--- config.mk ---
export PLATFORM = sky130hd
export DESIGN_NAME = bcd_digit_shift_out_driver
export DESIGN_NICKNAME = d
export VERILOG_FILES = /design/src/rtl/bcdso_pkg.sv /design/src/rtl/bcdso_front.sv /design/src/rtl/bcdso_queue.sv /design/src/rtl/bcdso_back.sv /design/src/rtl/bcd_digit_shift_out_driver.sv
export SDC_FILE = /design/constraint.sdc
export NUM_CORES = 1
export LEC_CHECK = 0
export BUFFER_PORTS_ARGS = -buffer_cell sky130_fd_sc_hd__buf_2
export CORE_UTILIZATION = 40
export CTS_BUF_LIST = sky130_fd_sc_hd__clkbuf_16
export CTS_CLUSTER_DIAMETER = 40
export DETAILED_ROUTE_END_ITERATION = 10
export PLACE_DENSITY_LB_ADDON = 0.05
export SLEW_MARGIN = 20
export SYNTH_ARGS = -nofsm -noshare
export SYNTH_HDL_FRONTEND = slang
export SYNTH_HIERARCHICAL = 1
export SYNTH_SLANG_ARGS = --single-unit
--- constraint.sdc ---
create_clock -name clock -period 2.7 [get_ports clock]
set_clock_uncertainty 0.15 [all_clocks]
set_input_delay 0.54 -clock clock [delete_from_list [all_inputs] [get_ports clock]]
set_output_delay 0.54 -clock clock [all_outputs]
set_load 0.02 [all_outputs]
--- src/rtl/bcdso_pkg.sv ---
// ----------------------------------------------------------------------------
// bcdso_pkg
// Shared constants and types for the BCD digit shift-out driver.
// ----------------------------------------------------------------------------
package bcdso_pkg;

   localparam int VALUE_W        = 16;
   localparam int DIGITS         = 4;
   localparam int KNOWN_DIGITS   = 4;
   localparam int BITS_PER_DIGIT = 4;
   localparam int BCD_DIGITS     = 5;
   localparam int BCD_W          = BCD_DIGITS * BITS_PER_DIGIT;
   localparam int BIT_COUNT      = DIGITS * BITS_PER_DIGIT;
   localparam int STEP_W         = $clog2(VALUE_W);
   localparam int POS_W          = $clog2(BIT_COUNT + 1);
   localparam int QUEUE_DEPTH    = 2;
   localparam int QPTR_W         = $clog2(QUEUE_DEPTH);
   localparam int QCNT_W         = $clog2(QUEUE_DEPTH + 1);

   typedef logic [BIT_COUNT-1:0] digits_type;

   typedef struct packed {
      logic full;
      logic empty;
   } q_stat_type;

endpackage

--- src/rtl/bcdso_front.sv ---
// ----------------------------------------------------------------------------
// bcdso_front
// Accepts a value and converts it to packed BCD with one double-dabble step
// per cycle, last step held while queue is full, then pushes the low digits.
// ----------------------------------------------------------------------------
module bcdso_front (
   input  logic                         clock,
   input  logic                         reset,
   input  logic                         req_tvalid,
   output logic                         req_tready,
   input  logic [bcdso_pkg::VALUE_W-1:0] req_value,
   input  bcdso_pkg::q_stat_type        q_stat,
   output logic                         push,
   output bcdso_pkg::digits_type        push_data
);

   logic                            busy_ff, busy_in;
   logic [bcdso_pkg::STEP_W-1:0]    cnt_ff, cnt_in;
   logic [bcdso_pkg::VALUE_W-1:0]   bin_ff, bin_in;
   logic [bcdso_pkg::BCD_W-1:0]     bcd_ff, bcd_in;
   logic [bcdso_pkg::BCD_W-1:0]     adj;
   logic [bcdso_pkg::BCD_W-1:0]     bcd_step;
   logic                            last_step;
   logic                            step;
   logic                            accept;

   // add 3 to every digit of 5 or more, then shift in the next binary bit
   always_comb begin
      adj = bcd_ff;
      for (int d = 0; d < bcdso_pkg::BCD_DIGITS; d++) begin
         if (bcd_ff[d*4 +: 4] >= 4'd5) begin
            adj[d*4 +: 4] = bcd_ff[d*4 +: 4] + 4'd3;
         end
      end
      bcd_step = {adj[bcdso_pkg::BCD_W-2:0], bin_ff[bcdso_pkg::VALUE_W-1]};
   end

   assign last_step = (cnt_ff == bcdso_pkg::STEP_W'(bcdso_pkg::VALUE_W - 1));
   assign step      = busy_ff && (!last_step || !q_stat.full);
   assign push      = step && last_step;
   assign req_tready = !busy_ff || push;
   assign accept    = req_tvalid && req_tready;

   // keep the known digits only: this drops the ten-thousands digit
   always_comb begin
      push_data = '0;
      for (int d = 0; d < bcdso_pkg::DIGITS; d++) begin
         if (d < bcdso_pkg::KNOWN_DIGITS) begin
            push_data[d*4 +: 4] = bcd_step[d*4 +: 4];
         end
      end
   end

   always_comb begin
      busy_in = busy_ff;
      cnt_in  = cnt_ff;
      bin_in  = bin_ff;
      bcd_in  = bcd_ff;
      if (step) begin
         cnt_in = cnt_ff + 1'b1;
         bin_in = {bin_ff[bcdso_pkg::VALUE_W-2:0], 1'b0};
         bcd_in = bcd_step;
         if (last_step) begin
            busy_in = 1'b0;
         end
      end
      if (accept) begin
         busy_in = 1'b1;
         cnt_in  = '0;
         bin_in  = req_value;
         bcd_in  = '0;
      end
   end

   always_ff @(posedge clock) begin
      if (reset) begin
         busy_ff <= 1'b0;
         cnt_ff  <= '0;
      end else begin
         busy_ff <= busy_in;
         cnt_ff  <= cnt_in;
      end
      bin_ff <= bin_in;
      bcd_ff <= bcd_in;
   end

endmodule

--- src/rtl/bcdso_queue.sv ---
// ----------------------------------------------------------------------------
// bcdso_queue
// Short FIFO of converted digit sets between front and back.
// ----------------------------------------------------------------------------
module bcdso_queue (
   input  logic                  clock,
   input  logic                  reset,
   input  logic                  push,
   input  bcdso_pkg::digits_type push_data,
   input  logic                  pop,
   output bcdso_pkg::digits_type pop_data,
   output bcdso_pkg::q_stat_type q_stat
);

   bcdso_pkg::digits_type          mem_ff [bcdso_pkg::QUEUE_DEPTH];
   logic [bcdso_pkg::QPTR_W-1:0]   wr_ptr_ff, wr_ptr_in;
   logic [bcdso_pkg::QPTR_W-1:0]   rd_ptr_ff, rd_ptr_in;
   logic [bcdso_pkg::QCNT_W-1:0]   count_ff, count_in;
   logic                           do_push;
   logic                           do_pop;

   assign q_stat.full  = (count_ff == bcdso_pkg::QCNT_W'(bcdso_pkg::QUEUE_DEPTH));
   assign q_stat.empty = (count_ff == '0);
   assign do_push      = push && !q_stat.full;
   assign do_pop       = pop && !q_stat.empty;
   assign pop_data     = mem_ff[rd_ptr_ff];

   always_comb begin
      wr_ptr_in = do_push ? wr_ptr_ff + 1'b1 : wr_ptr_ff;
      rd_ptr_in = do_pop  ? rd_ptr_ff + 1'b1 : rd_ptr_ff;
      count_in  = count_ff;
      if (do_push && !do_pop) begin
         count_in = count_ff + 1'b1;
      end else if (do_pop && !do_push) begin
         count_in = count_ff - 1'b1;
      end
   end

   always_ff @(posedge clock) begin
      if (reset) begin
         wr_ptr_ff <= '0;
         rd_ptr_ff <= '0;
         count_ff  <= '0;
      end else begin
         wr_ptr_ff <= wr_ptr_in;
         rd_ptr_ff <= rd_ptr_in;
         count_ff  <= count_in;
      end
      if (do_push) begin
         mem_ff[wr_ptr_ff] <= push_data;
      end
   end

endmodule

--- src/rtl/bcdso_back.sv ---
// ----------------------------------------------------------------------------
// bcdso_back
// Serializes one digit set per run: digits least significant first, bits
// most significant first, then a latch beat. Output is registered.
// ----------------------------------------------------------------------------
module bcdso_back (
   input  logic                  clock,
   input  logic                  reset,
   input  bcdso_pkg::q_stat_type q_stat,
   input  bcdso_pkg::digits_type pop_data,
   output logic                  pop,
   output logic                  rsp_tvalid,
   input  logic                  rsp_tready,
   output logic                  rsp_serial_data,
   output logic                  rsp_is_latch,
   output logic                  rsp_last_of_run
);

   logic                              active_ff, active_in;
   bcdso_pkg::digits_type             sr_ff, sr_in;
   logic [bcdso_pkg::POS_W-1:0]       pos_ff, pos_in;
   logic                              valid_ff, valid_in;
   logic                              data_ff, data_in;
   logic                              latch_ff, latch_in;
   logic                              last_ff, last_in;
   bcdso_pkg::digits_type             seq;
   logic                              adv;
   logic                              emit;
   logic                              at_latch;

   // lay the bits out in send order, first beat in the top bit
   always_comb begin
      seq = '0;
      for (int d = 0; d < bcdso_pkg::DIGITS; d++) begin
         for (int b = 0; b < bcdso_pkg::BITS_PER_DIGIT; b++) begin
            seq[bcdso_pkg::BIT_COUNT - 4 - d*4 + b] = pop_data[d*4 + b];
         end
      end
   end

   assign adv      = !valid_ff || rsp_tready;
   assign emit     = active_ff && adv;
   assign at_latch = (pos_ff == bcdso_pkg::POS_W'(bcdso_pkg::BIT_COUNT));
   assign pop      = adv && !q_stat.empty && (!active_ff || at_latch);

   always_comb begin
      active_in = active_ff;
      sr_in     = sr_ff;
      pos_in    = pos_ff;
      valid_in  = valid_ff;
      data_in   = data_ff;
      latch_in  = latch_ff;
      last_in   = last_ff;
      if (emit) begin
         valid_in = 1'b1;
         data_in  = at_latch ? 1'b0 : sr_ff[bcdso_pkg::BIT_COUNT-1];
         latch_in = at_latch;
         last_in  = at_latch;
         sr_in    = {sr_ff[bcdso_pkg::BIT_COUNT-2:0], 1'b0};
         pos_in   = pos_ff + 1'b1;
         if (at_latch) begin
            active_in = 1'b0;
         end
      end else if (adv) begin
         valid_in = 1'b0;
      end
      // load the next run right behind the latch beat
      if (pop) begin
         active_in = 1'b1;
         sr_in     = seq;
         pos_in    = '0;
      end
   end

   always_ff @(posedge clock) begin
      if (reset) begin
         active_ff <= 1'b0;
         valid_ff  <= 1'b0;
         pos_ff    <= '0;
      end else begin
         active_ff <= active_in;
         valid_ff  <= valid_in;
         pos_ff    <= pos_in;
      end
      sr_ff    <= sr_in;
      data_ff  <= data_in;
      latch_ff <= latch_in;
      last_ff  <= last_in;
   end

   assign rsp_tvalid      = valid_ff;
   assign rsp_serial_data = data_ff;
   assign rsp_is_latch    = latch_ff;
   assign rsp_last_of_run = last_ff;

endmodule

--- src/rtl/bcd_digit_shift_out_driver.sv ---
// Path: a value passes through the double-dabble steps, the queue pop and
//   the output register before the first beat of its run.
// Throughput: 17 beats per value, one per cycle while rsp_tready is high; the
//   serializer sets this, the converter runs ahead through a 2-deep queue.
// Reset: synchronous, active high; clears all control state, no clearing pass.
// ----------------------------------------------------------------------------
// bcd_digit_shift_out_driver
// Converts a 16-bit value to four decimal digits (modulo 10000) and sends
// them as shift-clock bit beats followed by one latch beat.
// ----------------------------------------------------------------------------
module bcd_digit_shift_out_driver (
   input  logic        clock,
   input  logic        reset,
   input  logic        req_tvalid,
   output logic        req_tready,
   input  logic [15:0] req_tdata,   // [15:0] value
   output logic        rsp_tvalid,
   input  logic        rsp_tready,
   output logic [7:0]  rsp_tdata,   // [0] serial_data, [7:1] zero
   output logic        rsp_tuser,   // [0] is_latch
   output logic        rsp_tlast    // last_of_run
);

   bcdso_pkg::q_stat_type q_stat;
   bcdso_pkg::digits_type push_data;
   bcdso_pkg::digits_type pop_data;
   logic                  push;
   logic                  pop;
   logic                  serial_data;

   bcdso_front u_front (
      .clock      (clock),
      .reset      (reset),
      .req_tvalid (req_tvalid),
      .req_tready (req_tready),
      .req_value  (req_tdata[bcdso_pkg::VALUE_W-1:0]),
      .q_stat     (q_stat),
      .push       (push),
      .push_data  (push_data)
   );

   bcdso_queue u_queue (
      .clock     (clock),
      .reset     (reset),
      .push      (push),
      .push_data (push_data),
      .pop       (pop),
      .pop_data  (pop_data),
      .q_stat    (q_stat)
   );

   bcdso_back u_back (
      .clock           (clock),
      .reset           (reset),
      .q_stat          (q_stat),
      .pop_data        (pop_data),
      .pop             (pop),
      .rsp_tvalid      (rsp_tvalid),
      .rsp_tready      (rsp_tready),
      .rsp_serial_data (serial_data),
      .rsp_is_latch    (rsp_tuser),
      .rsp_last_of_run (rsp_tlast)
   );

   assign rsp_tdata = {7'd0, serial_data};

endmodule
* After elaboration in Yosys (flattened, before gate mapping)
Memory sizes are Yosys's and may differ from the RTL's. A register that Yosys moved wholly into a read port is not among the register bits.
Cells that the tools add are included.
** Operators by class
- $add $sub $neg :: 11
- Order comparisons :: 5
- Equal/unequal tests :: 3
- Mux-type cells :: 23
- Reduce and logical (&&, ||, !) cells :: 33
** Operators with widths (number)
- $mux W16 :: 4
- $ge A4 B3 Y1 const B :: 5
- $add A4 B2 Y4 const B :: 4
- $mux W4 :: 4
- $mux W1 :: 12
- $reduce_bool A2 Y1 :: 6
- $logic_and A1 B1 Y1 :: 10
- $logic_not A1 Y1 :: 8
- $add A5 B1 Y5 const B :: 1
- $eq A5 B5 Y1 const B :: 1
- $add A4 B1 Y4 const B :: 1
- $eq A4 B4 Y1 const B :: 1
- $logic_or A1 B1 Y1 :: 4
- $mux W2 :: 2
- $reduce_and A2 Y1 :: 2
- $reduce_or A2 Y1 :: 2
- $add A3 B2 Y3 const B :: 1
- $mux W3 :: 1
- $add A1 B1 Y1 const B :: 2
- $add A2 B1 Y2 const B :: 1
- $eq A2 B2 Y1 const B :: 1
- $logic_not A2 Y1 :: 1
- $sub A2 B1 Y2 const B :: 1
** Word-level totals
- Register bits after elaboration :: 70
- Bits in writable memories :: 32
- Input port bits :: 20
- Output and inout bits :: 12
- Word-level logic and storage cells :: 89
- Memories kept :: 1
** Memory list
- u_queue.mem_ff :: depth 2, bits a word 16, read ports 1, clocked after Yosys merged registers in 1, wr ports 1, RTL line bcdso_queue.sv:15 : bcdso_pkg::digits_type mem_ff [bcdso_pkg::QUEUE_DEPTH];

* Logic depth before layout (Yosys ltp)
Gate-level depths: netlist (run 1).
- Word-level depth :: 10
- Depth in mapped cells :: 11
- Gate-level depth less buffers :: 10

* By module
Netlist (run 1), hierarchy kept.
** Modules (own cells, without submodules)
- bcdso_front :: times used 1, cells an instance 211, area an instance 1913.1 um2, seq. area each 900.9 um2
- bcdso_queue :: times used 1, cells an instance 75, area an instance 1371.3 um2, seq. area each 1061.0 um2
- bcdso_back :: times used 1, cells an instance 81, area an instance 1153.6 um2, seq. area each 680.7 um2
- bcd_digit_shift_out_driver :: times used 1, cells an instance 9, area an instance 63.8 um2, seq. area each 0.0 um2

* Worst setup path before layout (run 1)
OpenSTA, ideal clock, no wires.
- Kind :: register to register
- From :: reg u_back/pos_ff[0] (netlist bit)
- To :: reg u_queue/count_ff[1] (netlist bit)
- Setup time :: 0.070 ns
- Arrival :: 2.129 ns
- Data required time :: 2.480 ns
- Slack :: 0.351 ns
- Cell stages (with the launch flop) :: 10
- Buffers on the path :: 1
- Period minus slack after synthesis :: 2.349 ns
- Cells stage by stage :: dfxtp_1 inv_1 ha_1 nand4bb_4 a211oi_4 buf_6 o21ai_0 ha_1 or3_1 a21oi_1
** Between the ends
- Word-level cells in the longest chain between the ends :: 7
- Elaborated cells between the ends (all ways) :: 9
- Classes of those cells :: eq/ne: 1; mux: 1; reduce/logical: 7
** Ends and longest elaborated chain
- from (decl) :: RTL line bcdso_back.sv:21 : logic [bcdso_pkg::POS_W-1:0] pos_ff, pos_in;
- from (signal assigned) :: RTL line bcdso_back.sv:83 : pos_ff <= pos_in;
- $eq A5 B5 Y1 (*) :: RTL line bcdso_back.sv:43 : assign at_latch = (pos_ff == bcdso_pkg::POS_W'(bcdso_pkg::BIT_COUNT));
- $logic_or A1 B1 Y1 (*) :: RTL line bcdso_back.sv:44 : assign pop = adv && !q_stat.empty && (!active_ff || at_latch);
- $logic_and A1 B1 Y1 (*) :: RTL line bcdso_back.sv:44
- named net pop :: RTL line bcd_digit_shift_out_driver.sv:28 : logic pop;
- $logic_and A1 B1 Y1 (*) :: RTL line bcdso_queue.sv:25 : assign do_pop = pop && !q_stat.empty;
- $logic_not A1 Y1 :: RTL line bcdso_queue.sv:32 : if (do_push && !do_pop) begin
- $logic_and A1 B1 Y1 :: RTL line bcdso_queue.sv:32
- $mux W2 / $reduce_bool A2 Y1 (equally long branches)
- to (signal assigned) :: RTL line bcdso_queue.sv:47 : count_ff <= count_in;
- to (decl) :: RTL line bcdso_queue.sv:18 : logic [bcdso_pkg::QCNT_W-1:0] count_ff, count_in;
Mark *: on every way through the listed nets, which the timed path passes. The rest lies on a longest branch.
A chain may end at the register's enable or synchronous reset.

* Worst setup path after layout (run 1)
Ends and elaborated chain as after synthesis.

==> key figures, run 1 <==
Logic synthesis
  • Synth Area in Adders: 0.03335
  • Post-synth EDFFs: 66
  • Largest family of logic cells by synthesized area: simple AND/OR/NAND/NOR gates
  • Cells after Synth: between 300 and 400
  • Post-synthesis async set-or-reset flop share: 0
  • Most frequent cell after synthesis: nand2_1
  • Mux contribution to synthesized area: 0.08866
  • Synthesized flop and latch total: ~100
  • Top cell types by occurrence after synthesis: 68 x nand2_1, 66 x edfxtp_1, 33 x dfxtp_1, 29 x mux2_2, 19 x a21oi_1
  • Cell accounting for the most synthesized area: edfxtp_1
  • Post-Synth XOR/XNOR Area: 0.01751
  • Share of the synthesized area in the top cell type: 0.4402
  • Synth warn: 6
  • Post-Synth Simple-Gate Area: 0.1253
  • Sequential share of the synthesized area: 0.5870
  • Avg Cell Area, Syn: 11.97 µm²
  • Synth Flop Type: edfxtp_1
  • Synthesized cell area: 0.004502 mm²
  • Compound-gate portion of the synthesized area: 0.09533
  • Netlist cell types: 42
  • Synth top area cells: edfxtp_1 44%, dfxtp_1 15%, mux2_2 7.3%

Floorplan
  • Die width: about 110 µm
  • Die H: approximately 110 µm
  • Core box area: 0.01089 mm²
  • I/O pins: 32
  • Die area: 0.01168 mm²
  • Cell Rows: 38
  • Initial Util: 0.4135

Clocking
  • CTS tree: done
  • Post CTS Setup Buffer Count: 0
  • CTS max path bufs: 2
  • Root Driver: clkbuf_16
  • Cts hold-fix bufs: 0
  • CTS H-Tree Depth: 3
  • Reg clk slew, reported paths: 70 ps
  • Clk sinks: 99
  • Post-CTS Resized: 0
  • Clock Latency Late Sink: around 340 ps
  • CTS Buf Count: 9

Global route
  • First-pass GRT wire length: about 13 mm
  • GR Overflow Total: 0
  • Largest net degree at the start of global routing: 29
  • Initial antenna violation count: 0
  • Vias in the first global route: ~2,500
  • GR Util All Layers: 0.1446

Place
  • RePlAce Congestion: 0.7309
  • Port-buffer cells: 24
  • Cell Area, Placed: approximately 0.0047 mm²
  • DPL Wire Length: 4.908 mm
  • Place WS: between 400 and 500 ps

Power and ir drop
  • LEAKAGE: between 1.5 and 2 nW
  • Seq pwr share: 0.524
  • Power Density: 674.7 mW/mm²
  • Clk pwr share: 0.369
  • Net Sw Frac: 0.2387
  • Overall Power: 3.379 mW
  • Peak VDD IR: 463.1 µV
  • Comb power frac: 0.107
  • Cell internal pwr: roughly 2.6 mW
  • P_sw: roughly 0.81 mW

STA
  • Final Hold Vio Count: 0
  • Final worst slack: 419.3 ps
  • Post-layout min period: 2281 ps
  • Setup TNS: 0 ps
  • Maximum clock rate: roughly 0.44 GHz
  • Part of the cycle the worst path needs: 0.8447
  • Max-slew violations: 0
  • Setup Viol. Count Final: 0
  • Slew at the pin closest to its max-slew limit: approximately 720 ps
  • Max_slew headroom: 0.5223
  • Unrepaired setup endpoints after global routing: no

Finish
  • Layout cells sized above 1: 0.2217
  • Final #Nets: 433
  • Synth-to-layout area growth: 11.26%
  • Finished layout cell area: roughly 0.005 mm²
  • # diodes: 0

Worst setup path
  • Arrival time at the worst endpoint: 2400 ps
  • Worst-path maximum fanout: 4
  • Critical Path RT: 2820 ps
  • R2R depth: 8
  • Startpoint types: flip-flop
  • Setup Crit Path Kind: flip-flop to flip-flop
  • Critical path capture point type: flip-flop

Flow run
  • Max Cap Viol: 0

Drt
  • DRC viols: 0
  • Post-DRT Antenna Nets: 0
  • DR vias: 2,646
  • First-pass detailed-route iteration total: 4
  • 1st-iter DRT viols: 92
  • Drt total wl: 7.637 mm
  • Avg WL per Cell: 13.99 µm
  • Vias/cell: 4.846

Status
  • Status: complete, no violations

Min path
  • Worst hold path type: primary input to flip-flop
  • Cells on Worst Hold Path: 3
## power by group through the flow
| stage | Combinational [mW] | Clock, mW | Sequential [mW] |
|---|---|---|---|
| after detailed placement | 0.369 | 0 | 1.80 |
| after CTS | 0.369 | 1.30 | 1.77 |
| after global placement | 0.356 | 0 | 1.80 |
| after global routing | 0.411 | 1.35 | 1.78 |
| final | 0.363 | 1.25 | 1.77 |
| after floorplan | 0.286 | 0 | 1.79 |
## layer usage
| metal | global-route usage | wire (µm) | vias to the layer above |
|---|---|---|---|
| met5 | 0 | 0 | - |
| met4 | 0.05577 | 124 | 0 |
| met3 | 0.05606 | 291 | 6 |
| met2 | 0.2052 | 3208 | 49 |
| met1 | 0.1975 | 4012 | 1231 |
| li1 | - | - | 1360 |
## path summary, 6_finish.rpt
check	slack [ps]	start	end
max	420	u_back/pos_ff[0]$_SDFFE_PP0P_	u_queue/count_ff[1]$_SDFFE_PP0P_
min	280	req_tvalid	u_front/busy_ff$_SDFFE_PP0P_
max reg2reg	420	u_back/pos_ff[0]$_SDFFE_PP0P_	u_queue/count_ff[1]$_SDFFE_PP0P_
min reg2reg	340	u_queue/wr_ptr_ff$_SDFFE_PP0P_	u_queue/wr_ptr_ff$_SDFFE_PP0P_
## critical path, cell delays in order (launching register included)
cell and delay, ps:
dfxtp_1 340, inv_1 80, ha_1 190, nand4bb_4 150, a211oi_4 270, o21ai_0 170, ha_1 350, or3_1 370
a21oi_1 140
## cells in the final DEF, fill, tap and decap left out, drive strengths merged, types with 3 or more instances in the layout
master and instances:
nand2 68, edfxtp 66, dfxtp 33, buf 33, mux2 31, a21oi 19
inv 17, nor2 16, o21ai 16, ha 12, clkbuf 9, nand2b 8
conb 7, o21a 7, a211oi 6, and2 5, xnor2 5, mux2i 5
nand3 4, a311oi 4, o21ba 4, xor2 4, o31ai 3, or4 3
nor3 3, clkinv 3
## logic make-up (layout without fill, tap and decap cells)
logic type | count (synthesis) | in the layout
adders and majority gates | 12 | 12
AOI/OAI and AO/OA | 61 | 61
muxes | 36 | 36
and+or+nand+nor | 118 | 118
DFF | 99 | 99
xor gates and xnor gates | 9 | 9
buffers and inverters | 40 | 64
other | 1 | 7
## cell type report
type / count / area [µm²]
clock buffers: 9 / 225.2
fillers: 1031 / 5879
clock inverters: 7 / 61.31
repair buffers: 33 / 200.2
flip-flops and latches: 99 / 2643
well taps: 140 / 175.2
inverters: 15 / 56.30
multi-input cells: 243 / 1648
## state kept, by name, summed over array words and instances, names as in the netlist, named ones only
| register | count |
|---|---|
| u_back/active_ff | 1 |
| u_back/pos_ff | 5 |
| u_back/rsp_last_of_run | 1 |
| u_back/rsp_serial_data | 1 |
| u_back/rsp_tvalid | 1 |
| u_back/sr_ff | 16 |
| u_front/bcd_ff | 16 |
| u_front/bin_ff | 16 |
| u_front/busy_ff | 1 |
| u_front/cnt_ff | 4 |
| u_queue/count_ff | 2 |
| u_queue/mem_ff | 32 |
| u_queue/rd_ptr_ff | 1 |
| u_queue/wr_ptr_ff | 1 |
## stage by stage
step                hold WS [ps]  cells    util
floorplan                  301.6    382       -
global placement           319.5    530  0.4337
detailed placement         327.7    530  0.4337
CTS                        270.3    546  0.4600
global route               290.0    546  0.4600
finish                     284.8    546  0.4600
(Power assumes the default switching activity.)
==> run 2: changes to the inputs <==
- clock period: 2.7 -> 2.1 ns (I/O delays scaled with it)
==> key figures, run 2 (same netlist as run 1, synthesis figures left out) <==
Floorplan
  • Die area: 0.01168 mm² (unchanged)
  • Die width: 108.1 µm (unchanged)
  • Die H: 108.1 µm (unchanged)
  • Core box area: 0.01089 mm² (unchanged)
  • Initial Util: 0.4135 (unchanged)
  • I/O pins: 32 (unchanged)
  • Cell Rows: 38 (unchanged)

Global route
  • Vias in the first global route: 2,617 (was 2,450)
  • First-pass GRT wire length: 12.84 mm (was 12.54 mm)
  • Initial antenna violation count: 0 (unchanged)
  • Largest net degree at the start of global routing: 33 (was 29)
  • GR Overflow Total: 0 (unchanged)
  • GR Util All Layers: 0.1441 (was 0.1446)

Worst setup path
  • Critical path capture point type: flip-flop (unchanged)
  • CP delay by family, top: compound AO/OA/AOI/OAI gates (unchanged)
  • WP buf/inv: 1 (unchanged)
  • End of the worst register-to-register path: u_queue/count_ff[1]$_SDFFE_PP0P_ (unchanged)
  • Worst-path maximum fanout: 4 (unchanged)
  • CP Depth: 9 (was 8)
  • CP max stage delay: 370 ps (about the same)
  • Startpoint types: flip-flop (unchanged)
  • R2R Path Start: u_back/pos_ff[0]$_SDFFE_PP0P_ (unchanged)
  • Arrival time at the worst endpoint: 2190 ps (was 2400 ps)
  • R2R setup slack: 30 ps (was 420 ps)
  • Setup Crit Path Kind: flip-flop to flip-flop (unchanged)
  • Critical Path RT: 2220 ps (was 2820 ps)
  • CP cell instances: inv_2 > ha_4 > nand4bb_4 > a211oi_4 > o21ai_4 > ha_2 > xor2_1 > or3_1 > a21oi_2 (was inv_1 > ha_1 > nand4bb_4 > a211oi_4 > o21ai_0 > ha_1 > or3_1 > a21oi_1)
  • R2R depth: 9 (was 8)
  • Worst path slowest cell: or3_1 (unchanged)

Clocking
  • CTS H-Tree Depth: 3 (unchanged)
  • Reg clk slew, reported paths: 70 ps (about the same)
  • Clock Latency Late Sink: 340 ps (about the same)
  • CTS tree: done (unchanged)
  • Root Driver: clkbuf_16 (unchanged)
  • CTS max path bufs: 2 (unchanged)
  • CTS Buf Count: 9 (unchanged)
  • Clk sinks: 99 (unchanged)

Power and ir drop
  • LEAKAGE: 1.957 nW (was 1.880 nW)
  • Cell internal pwr: 3.455 mW (was 2.573 mW)
  • Net Sw Frac: 0.2338 (was 0.2387)
  • P_sw: 1.054 mW (was 0.8065 mW)
  • Clk pwr share: 0.389 (was 0.369)
  • Seq pwr share: 0.504 (was 0.524)
  • Peak VDD IR: 434.0 µV (was 463.1 µV)
  • Comb power frac: 0.107 (about the same)
  • Power Density: 862.3 mW/mm² (was 674.7 mW/mm²)

Drt
  • DRC viols: 0 (unchanged)
  • 1st-iter DRT viols: 114 (was 92)
  • Post-DRT Antenna Nets: 0 (unchanged)
  • Avg WL per Cell: 13.53 µm (was 13.99 µm)
  • First-pass detailed-route iteration total: 4 (unchanged)
  • Vias/cell: 4.830 (was 4.846)
  • Drt total wl: 7.548 mm (was 7.637 mm)
  • DR vias: 2,695 (was 2,646)

Finish
  • Top reg by flops: u_queue/mem_ff (unchanged)
  • Final #Nets: 445 (was 433)
  • # diodes: 0 (unchanged)
  • Commonest cells after routing, fill and taps aside: 68 x nand2_1, 66 x edfxtp_1, 30 x dfxtp_1 (was 68 x nand2_1, 66 x edfxtp_1, 33 x dfxtp_1)
  • Max reg flops: 32 (unchanged)
  • Finished layout cell area: 0.005230 mm² (was 0.005009 mm²)
  • Synth-to-layout area growth: 16.18% (was 11.26%)
  • Most common cell after layout, fill and taps aside: nand2_1 (unchanged)
  • Layout cells sized above 1: 0.2823 (was 0.2217)
  • Non-Filler Instances: 558 (was 546)

STA
  • Final Hold Slack: 168.2 ps (was 284.8 ps)
  • Part of the cycle the worst path needs: 0.9863 (was 0.8447)
  • Maximum clock rate: 0.4828 GHz (was 0.4385 GHz)
  • Unrepaired setup endpoints after global routing: yes (was no)
  • Post-layout min period: 2071 ps (was 2281 ps)
  • Setup Viol. Count Final: 0 (unchanged)
  • Max-slew violations: 0 (unchanged)
  • Final Hold Vio Count: 0 (unchanged)

Place
  • RePlAce Congestion: 0.7217 (was 0.7309)
  • Placed Cells: 538 (was 530)
  • Cell Area, Placed: 0.004848 mm² (was 0.004722 mm²)
  • Port-buffer cells: 24 (unchanged)
  • DPL Wire Length: 4.984 mm (was 4.908 mm)

Status
  • Status: complete, no violations (unchanged)

Min path
  • Hold_sp: req_tvalid (unchanged)
  • Hold EP: u_front/busy_ff$_SDFFE_PP0P_ (unchanged)
  • Cells on Worst Hold Path: 3 (unchanged)
  • Worst hold path type: primary input to flip-flop (unchanged)

Flow run
  • Max Cap Viol: 0 (unchanged)
run 2: changes by cell type in the layout (fill, tap and decap cells not counted), moves of 2 or more:
cell	delta
buf_12	+3
buf_4	+9
clkinv_1	-2
dfxtp_1	-3
dfxtp_2	+3
ha_1	-3
ha_4	+2
inv_1	-4
inv_2	+2
run 2: power by group through the flow:
stage | registers, mW | clock network, mW | logic, mW
6_report | 2.27 | 1.75 | 0.482
4_1_cts | 2.27 | 1.81 | 0.488
5_1_grt | 2.29 | 1.89 | 0.555
3_3_place_gp | 2.31 | 0 | 0.476
2_1_floorplan | 2.30 | 0 | 0.369
3_5_place_dp | 2.32 | 0 | 0.486
run 2: final cells by class:
| type | instances | area [µm²] |
|---|---|---|
| multi-input cells | 243 | 1702 |
| inverters | 15 | 60.06 |
| clock inverters | 7 | 93.84 |
| well taps | 140 | 175.2 |
| clock buffers | 9 | 225.2 |
| flip-flops and latches | 99 | 2646 |
| repair buffers | 45 | 327.8 |
| fillers | 1015 | 5658 |
run 2: worst max path at each step:
stage,start,endpoint,slack [ps]
floorplan,u_back/pos_ff[1]$_SDFFE_PP0P_,u_queue/count_ff[1]$_SDFFE_PP0P_,-80
global placement,u_back/pos_ff[0]$_SDFFE_PP0P_,u_queue/count_ff[1]$_SDFFE_PP0P_,60
detailed placement,u_front/cnt_ff[0]$_SDFFE_PP0P_,u_queue/count_ff[1]$_SDFFE_PP0P_,-6
CTS,u_back/pos_ff[0]$_SDFFE_PP0P_,u_queue/count_ff[1]$_SDFFE_PP0P_,-20
global route,u_back/pos_ff[0]$_SDFFE_PP0P_,u_queue/count_ff[1]$_SDFFE_PP0P_,-110
finish,u_back/pos_ff[0]$_SDFFE_PP0P_,u_queue/count_ff[1]$_SDFFE_PP0P_,30
run 2: routing by layer:
metal | GRT usage | routed length, µm | vias to the layer above
li1 | - | - | 1380
met1 | 0.1998 | 3980 | 1275
met2 | 0.2188 | 3298 | 32
met3 | 0.02893 | 175 | 8
met4 | 0.06164 | 93 | 0
met5 | 0 | 0 | -
run 2: metrics by stage:
stage                       util  setup WS (ps)  setup TNS, ps  total power, mW
after floorplan                -         -82.86         -615.3            2.669
after global placement    0.4453          63.84              0            2.790
after detailed placement  0.4453         -6.253         -6.253            2.803
after CTS                 0.4756         -21.78         -21.78            4.567
after global routing      0.4803         -111.4         -882.9            4.727
final                     0.4803          28.83              0            4.510
run 2: what timing repair did:
item,CTS,global route
hold buffers,0,0
endpoints found under the hold margin,0,0
setup buffers,1,3
resized for setup,1,3
setup endpoints to repair,1,33
pin swaps,2,2
run 2: tightest hold or removal path, cell delays in order:
cell and delay (ps):
buf_2 90, a21oi_1 40, nor2_1 60
